**config.mk**
```make
export PLATFORM = sky130hd
export DESIGN_NAME = faa_divider
export DESIGN_NICKNAME = d
export VERILOG_FILES = /design/src/hw/rtl/faa_pkg.sv /design/src/hw/rtl/faa_divider.sv
export SDC_FILE = /design/constraint.sdc
export NUM_CORES = 1
export LEC_CHECK = 0
export BUFFER_PORTS_ARGS = -buffer_cell sky130_fd_sc_hd__clkbuf_2
export CAP_MARGIN = 10
export CORE_ASPECT_RATIO = 1.75
export CORE_MARGIN = 2
export CORE_UTILIZATION = 43
export DETAILED_ROUTE_END_ITERATION = 10
export GPL_TIMING_DRIVEN = 0
export SKIP_CTS_REPAIR_TIMING = 1
export SYNTH_ARGS = -nofsm -noshare
export SYNTH_HDL_FRONTEND = slang
export SYNTH_SLANG_ARGS = --single-unit
```
**constraint.sdc**
```tcl
create_clock -name clk_i -period 4.8 [get_ports clk_i]
set_input_delay 0.72 -clock clk_i [delete_from_list [all_inputs] [get_ports clk_i]]
set_output_delay 0.72 -clock clk_i [all_outputs]
set_load 0.01 [all_outputs]
```
**src/hw/rtl/faa_pkg.sv**
```systemverilog
// ----------------------------------------------------------------------------
// Frame averager package
// Field widths, register indexes and the control state type.
// ----------------------------------------------------------------------------
package faa_pkg;

  // Pixel and result field widths
  localparam int unsigned ChanWidth       = 8;
  localparam int unsigned NumChan         = 3;
  localparam int unsigned IndexWidth      = 16;
  localparam int unsigned InDataWidth     = NumChan * ChanWidth;
  localparam int unsigned OutDataWidth    = NumChan * ChanWidth + IndexWidth;

  // Configuration registers
  localparam int unsigned FrameCountWidth = 9;
  localparam int unsigned PixelCountWidth = 17;
  localparam int unsigned FrameNumWidth   = 8;
  localparam int unsigned CfgIdxWidth     = 2;
  localparam int unsigned MaxFrames       = 256;

  localparam logic [CfgIdxWidth-1:0] CfgFrameCount = 2'd0;
  localparam logic [CfgIdxWidth-1:0] CfgPixelCount = 2'd1;

  // Control sequencer states
  typedef enum logic [1:0] {
    StClear,
    StIdle,
    StRead,
    StDiv
  } faa_state_e;

endpackage

```
**src/hw/rtl/faa_divider.sv**
```systemverilog
// ----------------------------------------------------------------------------
// Frame averager divider
// Three-lane restoring divider, one quotient bit per lane and cycle.
// ----------------------------------------------------------------------------
module faa_divider #(
  parameter int unsigned SumWidth = 16
) (
  input  logic                                                 clk_i,
  input  logic                                                 rst_ni,
  input  logic                                                 start_i,
  input  logic [faa_pkg::NumChan-1:0][SumWidth-1:0]            dividend_i,
  input  logic [faa_pkg::FrameCountWidth-1:0]                  divisor_i,
  output logic                                                 done_o,
  output logic [faa_pkg::NumChan-1:0][faa_pkg::ChanWidth-1:0]  quotient_o
);

  localparam int unsigned NumChan = faa_pkg::NumChan;
  localparam int unsigned DivW    = faa_pkg::FrameCountWidth;
  localparam int unsigned ChanW   = faa_pkg::ChanWidth;
  localparam int unsigned CntW    = $clog2(SumWidth + 1);

  logic [CntW-1:0]                     cnt_q, cnt_d;
  logic [DivW-1:0]                     div_q;
  logic [NumChan-1:0][DivW-1:0]        rem_q, rem_d;
  logic [NumChan-1:0][SumWidth-1:0]    quo_q, quo_d;
  logic [NumChan-1:0][DivW:0]          trial;
  logic [NumChan-1:0]                  fits;

  // One restoring step per lane: shift in the next dividend bit, try subtract
  always_comb begin
    for (int c = 0; c < NumChan; c++) begin
      trial[c] = {rem_q[c], quo_q[c][SumWidth-1]};
      fits[c]  = trial[c] >= {1'b0, div_q};
      rem_d[c] = fits[c] ? DivW'(trial[c] - {1'b0, div_q}) : DivW'(trial[c]);
      quo_d[c] = {quo_q[c][SumWidth-2:0], fits[c]};
    end
  end

  // Step counter
  always_comb begin
    cnt_d = cnt_q;
    if (start_i) begin
      cnt_d = CntW'(SumWidth);
    end else if (cnt_q != '0) begin
      cnt_d = cnt_q - 1'b1;
    end
  end

  always_ff @(posedge clk_i or negedge rst_ni) begin
    if (!rst_ni) begin
      cnt_q <= '0;
    end else begin
      cnt_q <= cnt_d;
    end
  end

  // Load operands on start, advance while steps remain
  always_ff @(posedge clk_i) begin
    if (start_i) begin
      div_q <= divisor_i;
      rem_q <= '0;
      quo_q <= dividend_i;
    end else if (cnt_q != '0) begin
      rem_q <= rem_d;
      quo_q <= quo_d;
    end
  end

  assign done_o = (cnt_q == '0);

  always_comb begin
    for (int c = 0; c < NumChan; c++) begin
      quotient_o[c] = quo_q[c][ChanW-1:0];
    end
  end

endmodule

```
Yosys cells after proc, flatten, opt, wreduce, memory -nomap -nowiden
Cells that the tools add are included.
- multiplexer cells: 7
- $lt $le $gt $ge: 3
- reduce and logical (&&, ||, !) cells: 3
- add/sub/neg operators: 4
- operator list (kind ; count):
    $mux W48 ; 2
    $ge A10 B9 Y1 ; 3
    $mux W9 ; 3
    $sub A9 B9 Y9 ; 3
    $mux W5 ; 2
    $logic_not A5 Y1 ; 1
    $reduce_bool A5 Y1 ; 1
    $sub A5 B1 Y5 const B ; 1
    $reduce_bool A2 Y1 ; 1
- logic and storage cells: 25
- register bits: 89

Depth between registers and ports, before layout
Gate-level depths: netlist (run 1).
- depth after elaboration: 3
- depth in mapped cells: 10

Worst setup path before layout (run 1)
OpenSTA, ideal clock, no wires.
- path type: input-to-reg
- start: in start_i
- end: reg quo_q, in the netlist quo_d[10], enable pin
- cell stages on the path: 4
- required time: 4.393 ns
- data arrival time: 2.326 ns
- slack: 2.067 ns
- path buffers: 2
- path through: clkbuf_1 > inv_1 > clkbuf_1 > nand2_1
- longest elaborated chain between the ends: 1
- RTL lines (what ; line ; text):
    from (decl) ; faa_divider.sv:10 ; input logic start_i,
    $reduce_bool A2 Y1 (no source line) ; -- ;
    to (signal assigned) ; faa_divider.sv:62 ; quo_q <= dividend_i;
    to (signal assigned) ; faa_divider.sv:65 ; quo_q <= quo_d;
    to (decl) ; faa_divider.sv:25 ; logic [NumChan-1:0][SumWidth-1:0] quo_q, quo_d;
Every way passes these cells.
A chain may end at the register's enable or synchronous reset.

Worst setup path after layout (run 1)
- start: reg cnt_q[0]
- end: out done_o
- longest elaborated chain between the ends: 1
- RTL lines (what ; line ; text):
    from (decl) ; faa_divider.sv:22 ; logic [CntW-1:0] cnt_q, cnt_d;
    from (signal assigned) ; faa_divider.sv:53 ; cnt_q <= cnt_d;
    $logic_not A5 Y1 ; faa_divider.sv:69 ; assign done_o = (cnt_q == '0);
    to (decl) ; faa_divider.sv:13 ; output logic done_o,
Every way passes these cells.

==> results.sh, run 1 <==
export IMPL_slew_margin_rel_pct=53.8
export IMPL_drv_slew=0
export IMPL_chipHeight_um=150
export IMPL_critical_path_required_ns=4.08
export IMPL_power_internal_mw=2.33
export IMPL_cell_count_after_placement=732
export IMPL_syn_nets=574
export IMPL_cp_start_kind="flip-flop"
export IMPL_synthDistinctLibCells=57
export IMPL_critical_path_peak_fanout=10
export IMPL_r2r_start="div_q[0]"
export IMPL_fillerInstances=1111
export IMPL_grt_overflow=0
export IMPL_yosysWarningCount=0
export IMPL_tritoncts="built"
export IMPL_critPathCaptureType="output port"
export IMPL_power_density_nw_per_um2=603
export IMPL_num_antenna_cells=0
export IMPL_final_net_count=670
export IMPL_clockBufferDepth=2
export IMPL_post_dp_cell_area_um2=5920
export IMPL_clock_skew_ns=0.00884
export IMPL_setup_repair_after_global_routing_missed_its_margin="false"
export IMPL_maxCapViolCount=0
export IMPL_pin_count=85
export IMPL_grt_antenna_before_repair=0
export IMPL_timing_reg2reg_worst_path_depth=9
export IMPL_numCtsBuffers=9
export IMPL_wl_per_cell_um=17.1
export IMPL_clock_fmax_mhz=328
export IMPL_fp_coreArea_um2=12000
export IMPL_postRouteWirelength_um=12800
export IMPL_detail_route_drc_violations=0
export IMPL_start_util_pct=43.8
export IMPL_ys_seq_area_share_pct=45.2
export IMPL_fin_crit_sh_pct=63.5
export IMPL_pwr_share_clk_pct=19.3
export IMPL_hold_violations=0
export IMPL_final_area_um2=6220
export IMPL_postSynthAreaPerCell_um2=10.9
export IMPL_postSynth_topFlopCell="edfxtp_1"
export IMPL_num_rows=53
export IMPL_clkSinkCount=89
export IMPL_first_global_vias=4103
export IMPL_detailedRoute_firstPassIterationCount=7
export IMPL_post_drt_via_cell_ratio=5.35
export IMPL_finalPower_mw=3.75
export IMPL_tightestPinTransition_ns=0.693
export IMPL_dr_total_vias=3999
export IMPL_reg2reg_setup_slack_ns=2.09
export IMPL_pwr_share_seq_pct=33.1
export IMPL_synth_cell_area_um2=5260
export IMPL_gp_routability_congestion=0.890
export IMPL_min_period_ns=3.05
export IMPL_static_leakage_nw=2.69
export IMPL_p_sw_mw=1.42
export IMPL_switching_power_share_of_the_total_pct=37.8
export IMPL_setup_ws_ns=1.75
export IMPL_worst_setup_hold_path_clk_slew_ns=0.07
export IMPL_grt_first_pass_wirelength_um=20200
export IMPL_dp_worst_setup_slack_ns=1.73
export IMPL_clock_insertion_delay_worst_skew_ns=0.34
export IMPL_worst_hold_path_type="primary input to asynchronous set/reset pin"
export IMPL_ctsHtreeMaxLevel=3
export IMPL_regToRegEndpoint="rem_q[12]"
export IMPL_power_ir_vdd_worst_uv=308
export IMPL_tns_ns=0
export IMPL_final_hold_worst_slack_ns=0.183
export IMPL_synth_seq_cells=89
export IMPL_clockRootBuffer="clkbuf_16"
export IMPL_syn2layout_area_growth_pct=18.3
export IMPL_grt_util_all_layers_pct=20.1
export IMPL_die_area_um2=13200
export IMPL_postSynth_asyncResetShare_pct=5.62
export IMPL_synth_edff_count=57
export IMPL_comb_power_share_pct=47.6
export IMPL_drive_above_1_share_pct=32.8
export IMPL_place_port_buffers=84
export IMPL_post_layout_nonfiller_instances=748
export IMPL_finalCoreUtilization_pct=51.9
export IMPL_final_antenna_net_count=0
export IMPL_crit_arrival_ns=2.33
export IMPL_grt_max_degree=26
export IMPL_dr_first_iter_drc_count=170
export IMPL_status="completed"
export IMPL_setup_viol_count_final=0
export IMPL_synthCells=482
export IMPL_die_width_um=87.6
export IMPL_worstSetupPathType="flip-flop to output port"
export IMPL_place_detailed_hpwl_um=9680
==> sequential cells by signal (all words and copies together), names as in the netlist <==
name        count
cnt_q           5
quotient_o     24
div_q           9
quo_d          21
rem_q          27
quo_q           3
==> power groups by stage <==
stage / logic, mW / registers (mW) / clock network (mW)
after floorplan: 1.37 / 1.21 / 0
after global placement: 1.72 / 1.26 / 0
after detailed placement: 1.78 / 1.26 / 0
after CTS: 1.79 / 1.24 / 0.737
after global routing: 1.97 / 1.28 / 0.767
final: 1.79 / 1.24 / 0.724
==> cell usage in the layout (no fill, tap or decap), drive strengths merged, types with 5 or more instances in the layout <==
cell type / count
a211oi: 9
a21oi: 51
buf: 34
clkbuf: 107
dfrtp: 5
dfxtp: 27
edfxtp: 57
ha: 29
inv: 28
mux2: 46
mux2i: 13
nand2: 13
nand2b: 7
nand3: 15
nor2: 22
nor3: 9
o21ai: 28
or4: 5
xnor2: 6
xor2: 8
==> cells by family (layout without fill, tap and decap cells) <==
| family | Yosys count | after routing | share of synthesized area (%) |
|---|---|---|---|
| XOR/XNOR | 14 | 14 | 2.33 |
| AO/OA/AOI/OAI | 128 | 128 | 15.5 |
| adder cells (fa/ha/maj) | 32 | 32 | 8.04 |
| multiplexers | 59 | 59 | 12.3 |
| buffers and inverters | 73 | 174 | 7.42 |
| AND/OR/NAND/NOR | 87 | 87 | 9.23 |
| flip-flops | 89 | 89 | 45.2 |
==> routing by layer <==
| metal | up-vias | share of wire, % | GRT usage (%) |
|---|---|---|---|
| li1 | 1975 | - | - |
| met3 | 22 | 4.5 | 4.71 |
| met1 | 1902 | 39 | 22.2 |
| met4 | 0 | 3.6 | 8.77 |
| met5 | - | 0 | 0 |
| met2 | 100 | 53 | 35.9 |
==> how the worst max path moves through the flow <==
| stage | depth (start not counted) | start | slack (ns) | to |
|---|---|---|---|---|
| final | 6 | cnt_q[0] | 1.75 | done_o |
| after global routing | 6 | cnt_q[0] | 1.63 | done_o |
| after CTS | 6 | cnt_q[0] | 1.74 | done_o |
| after detailed placement | 6 | start_i | 1.73 | quotient_o[6] |
| after global placement | 6 | start_i | 0.93 | rem_q[16] |
| after floorplan | 4 | start_i | 2.07 | quo_d[10] |
==> synthesized netlist by cell type, types with 4 or more instances <==
cell	number	share of area, %
edfxtp_1	57	33
a21oi_1	51	4.9
mux2_2	46	9.8
ha_1	29	6.9
o21ai_0	28	2.7
dfxtp_1	27	10
inv_1	27	1.9
buf_4	25	3.6
nor2_1	22	1.6
nand3_1	15	1.4
mux2i_1	13	2.5
nand2_1	13	0.93
clkbuf_1	12	0.86
a211oi_1	8	1.1
xor2_1	8	1.3
nand2b_1	7	0.83
nor3_1	6	0.57
xnor2_1	6	1.0
buf_2	5	0.48
dfrtp_1	5	2.4
or4_1	5	0.71
a211o_1	4	0.67
a31oi_1	4	0.48
o21a_1	4	0.57
==> critical path, stage by stage, from the launching register on <==
cell	delay [ns]
dfrtp_1	0.39
inv_1	0.11
ha_1	0.19
or4b_1	0.50
inv_1	0.23
buf_2	0.36
clkbuf_2	0.20
==> final cells by class <==
class / instances / area (um2) / area share [%]
Buffer: 46 / 289 / 4.64
Clock buffer: 10 / 239 / 3.84
Multi-Input combinational cell: 320 / 2500 / 40.1
Sequential cell: 89 / 2380 / 38.2
Tap cell: 165 / 206 / 3.32
Timing Repair Buffer: 85 / 448 / 7.20
Inverter: 27 / 101 / 1.63
Clock inverter: 6 / 66.3 / 1.07
Power figures use the tool's default switching activity.
==> inputs of run 2 (changes only) <==
--- a/config.mk
+++ b/config.mk
@@ -12,6 +12,7 @@
 export CORE_UTILIZATION = 43
 export DETAILED_ROUTE_END_ITERATION = 10
 export GPL_TIMING_DRIVEN = 0
+export PLACE_DENSITY = 0.66
 export SKIP_CTS_REPAIR_TIMING = 1
 export SYNTH_ARGS = -nofsm -noshare
 export SYNTH_HDL_FRONTEND = slang
==> constraint.sdc (replaced) <==
create_clock -name clk_i -period 2.7 [get_ports clk_i]
set_input_delay 0.405 -clock clk_i [delete_from_list [all_inputs] [get_ports clk_i]]
set_output_delay 0.405 -clock clk_i [all_outputs]
set_load 0.01 [all_outputs]
==> results.sh, run 2 (synthesis results as in run 1) <==
export IMPL_grt_overflow=0
export IMPL_maxCapViolCount=0
export IMPL_reg2reg_setup_slack_ns=0.13
export IMPL_comb_power_share_pct=48.3
export IMPL_cp_start_kind="flip-flop"
export IMPL_grt_max_degree=26
export IMPL_post_drt_via_cell_ratio=5.41
export IMPL_critical_path_peak_fanout=10
export IMPL_pwr_share_seq_pct=33.3
export IMPL_fp_coreArea_um2=12000
export IMPL_fin_crit_sh_pct=95.7
export IMPL_multi_input_combinational_cell_area_um2=2500
export IMPL_min_period_ns=2.58
export IMPL_most_common_cell_after_layout_fill_and_taps_aside="clkbuf_2"
export IMPL_clock_fmax_mhz=387
export IMPL_timing_critical_path_slowest_cell_delay_ns=0.52
export IMPL_num_rows=53
export IMPL_timing_hold_worst_endpoint="div_q[0]"
export IMPL_worst_hold_path_type="primary input to flip-flop"
export IMPL_wl_per_cell_um=17.1
export IMPL_critPathCaptureType="output port"
export IMPL_worstHoldPathCells=1
export IMPL_grt_util_all_layers_pct=20.0
export IMPL_crit_path_start="cnt_q[0]"
export IMPL_setup_repair_after_global_routing_missed_its_margin="false"
export IMPL_tightestPinTransition_ns=0.653
export IMPL_final_antenna_net_count=0
export IMPL_drv_slew=0
export IMPL_final_net_count=672
export IMPL_fillerInstances=1089
export IMPL_static_leakage_nw=2.70
export IMPL_num_antenna_cells=0
export IMPL_worstSetupPathType="flip-flop to output port"
export IMPL_power_internal_mw=4.08
export IMPL_place_port_buffers=84
export IMPL_min_from="divisor_i[0]"
export IMPL_detailedRoute_firstPassIterationCount=5
export IMPL_cp_slowest_cell="or4b_1"
export IMPL_pin_count=85
export IMPL_numCtsBuffers=9
export IMPL_final_cell_mix="clkbuf_2 (85), edfxtp_1 (57), a21oi_1 (49)"
export IMPL_clockRootBuffer="clkbuf_16"
export IMPL_detail_route_drc_violations=0
export IMPL_clock_skew_ns=0.0106
export IMPL_finalCoreUtilization_pct=51.9
export IMPL_largest_reg_flops=27
export IMPL_crit_arrival_ns=2.18
export IMPL_power_density_nw_per_um2=1070
export IMPL_tns_ns=0
export IMPL_start_util_pct=43.8
export IMPL_postRouteWirelength_um=12800
export IMPL_p_sw_mw=2.57
export IMPL_critical_path_required_ns=2.30
export IMPL_area_sequential_um2=2380
export IMPL_clockBufferDepth=2
export IMPL_grt_antenna_before_repair=0
export IMPL_regMostFlops="rem_q"
export IMPL_timing_critical_path_cells="inv_1, ha_1, or4b_1, inv_2, clkbuf_4, clkbuf_2"
export IMPL_tritoncts="built"
export IMPL_power_ir_vdd_worst_uv=661
export IMPL_worst_setup_hold_path_clk_slew_ns=0.08
export IMPL_ctsHtreeMaxLevel=3
export IMPL_syn2layout_area_growth_pct=18.5
export IMPL_chipHeight_um=150
export IMPL_gp_routability_congestion=0.872
export IMPL_hold_violations=0
export IMPL_status="completed"
export IMPL_slew_margin_rel_pct=56.4
export IMPL_dr_first_iter_drc_count=151
export IMPL_die_width_um=87.6
export IMPL_drive_above_1_share_pct=33.5
export IMPL_place_detailed_hpwl_um=9830
export IMPL_r2r_start="div_q[0]"
export IMPL_clkSinkCount=89
export IMPL_grt_first_pass_wirelength_um=20000
export IMPL_switching_power_share_of_the_total_pct=38.6
export IMPL_timing_reg2reg_worst_path_depth=9
export IMPL_clock_insertion_delay_worst_skew_ns=0.34
export IMPL_regToRegEndpoint="rem_q[4]"
export IMPL_pwr_share_clk_pct=18.3
export IMPL_die_area_um2=13200
export IMPL_final_hold_worst_slack_ns=0.230
export IMPL_dr_total_vias=4055
export IMPL_first_global_vias=4091
export IMPL_setup_viol_count_final=0
## run 2: layout make-up
cell class	instances	area share, %
Clock inverter	7	0.963
Sequential cell	89	38.1
Tap cell	165	3.31
Clock buffer	9	3.61
Buffer	46	4.72
Timing Repair Buffer	87	7.47
Multi-Input combinational cell	320	40.2
Inverter	27	1.63
## run 2: power groups by stage
stage	Sequential [mW]	Clock (mW)	Combinational, mW
finish	2.22	1.22	3.21
global route	2.27	1.28	3.52
CTS	2.22	1.24	3.16
detailed placement	2.24	0	3.14
global placement	2.23	0	3.04
floorplan	2.15	0	2.44
## run 2: metrics by stage
step           instance area, um2  total power [mW]  setup WS, ns  cells
2_1_floorplan                5260              4.58        0.0547    482
3_3_place_gp                 5890              5.27        -0.914    731
3_5_place_dp                 5920              5.38       -0.0634    732
4_1_cts                      6200              6.62       -0.0375    748
5_1_grt                      6230              7.07        0.0162    750
6_report                     6230              6.64         0.115    750
## run 2: critical path: cells and delay by family, from the launching register on
| kind | cells | cell delay (ns) |
|---|---|---|
| and+or+nand+nor | 1 | 0.52 |
| DFF | 1 | 0.39 |
| adders and majority gates | 1 | 0.19 |
| buffers and inverters | 4 | 0.74 |
## run 2: routing by layer
metal | global-route usage, % | up-vias | wire length (um)
li1 | - | 1977 | -
met1 | 20.8 | 1952 | 4790
met2 | 37.7 | 101 | 7090
met3 | 3.40 | 25 | 501
met4 | 9.23 | 0 | 446
met5 | 0 | - | 0
## run 2: worst max path at each step
stage	end	slack, ns	depth (start not counted)
finish	done_o	0.12	6
global route	rem_q[4]	0.02	9
CTS	done_o	-0.04	6
detailed placement	quotient_o[7]	-0.06	6
global placement	quo_d[43]	-0.91	5
floorplan	quo_d[10]	0.05	5
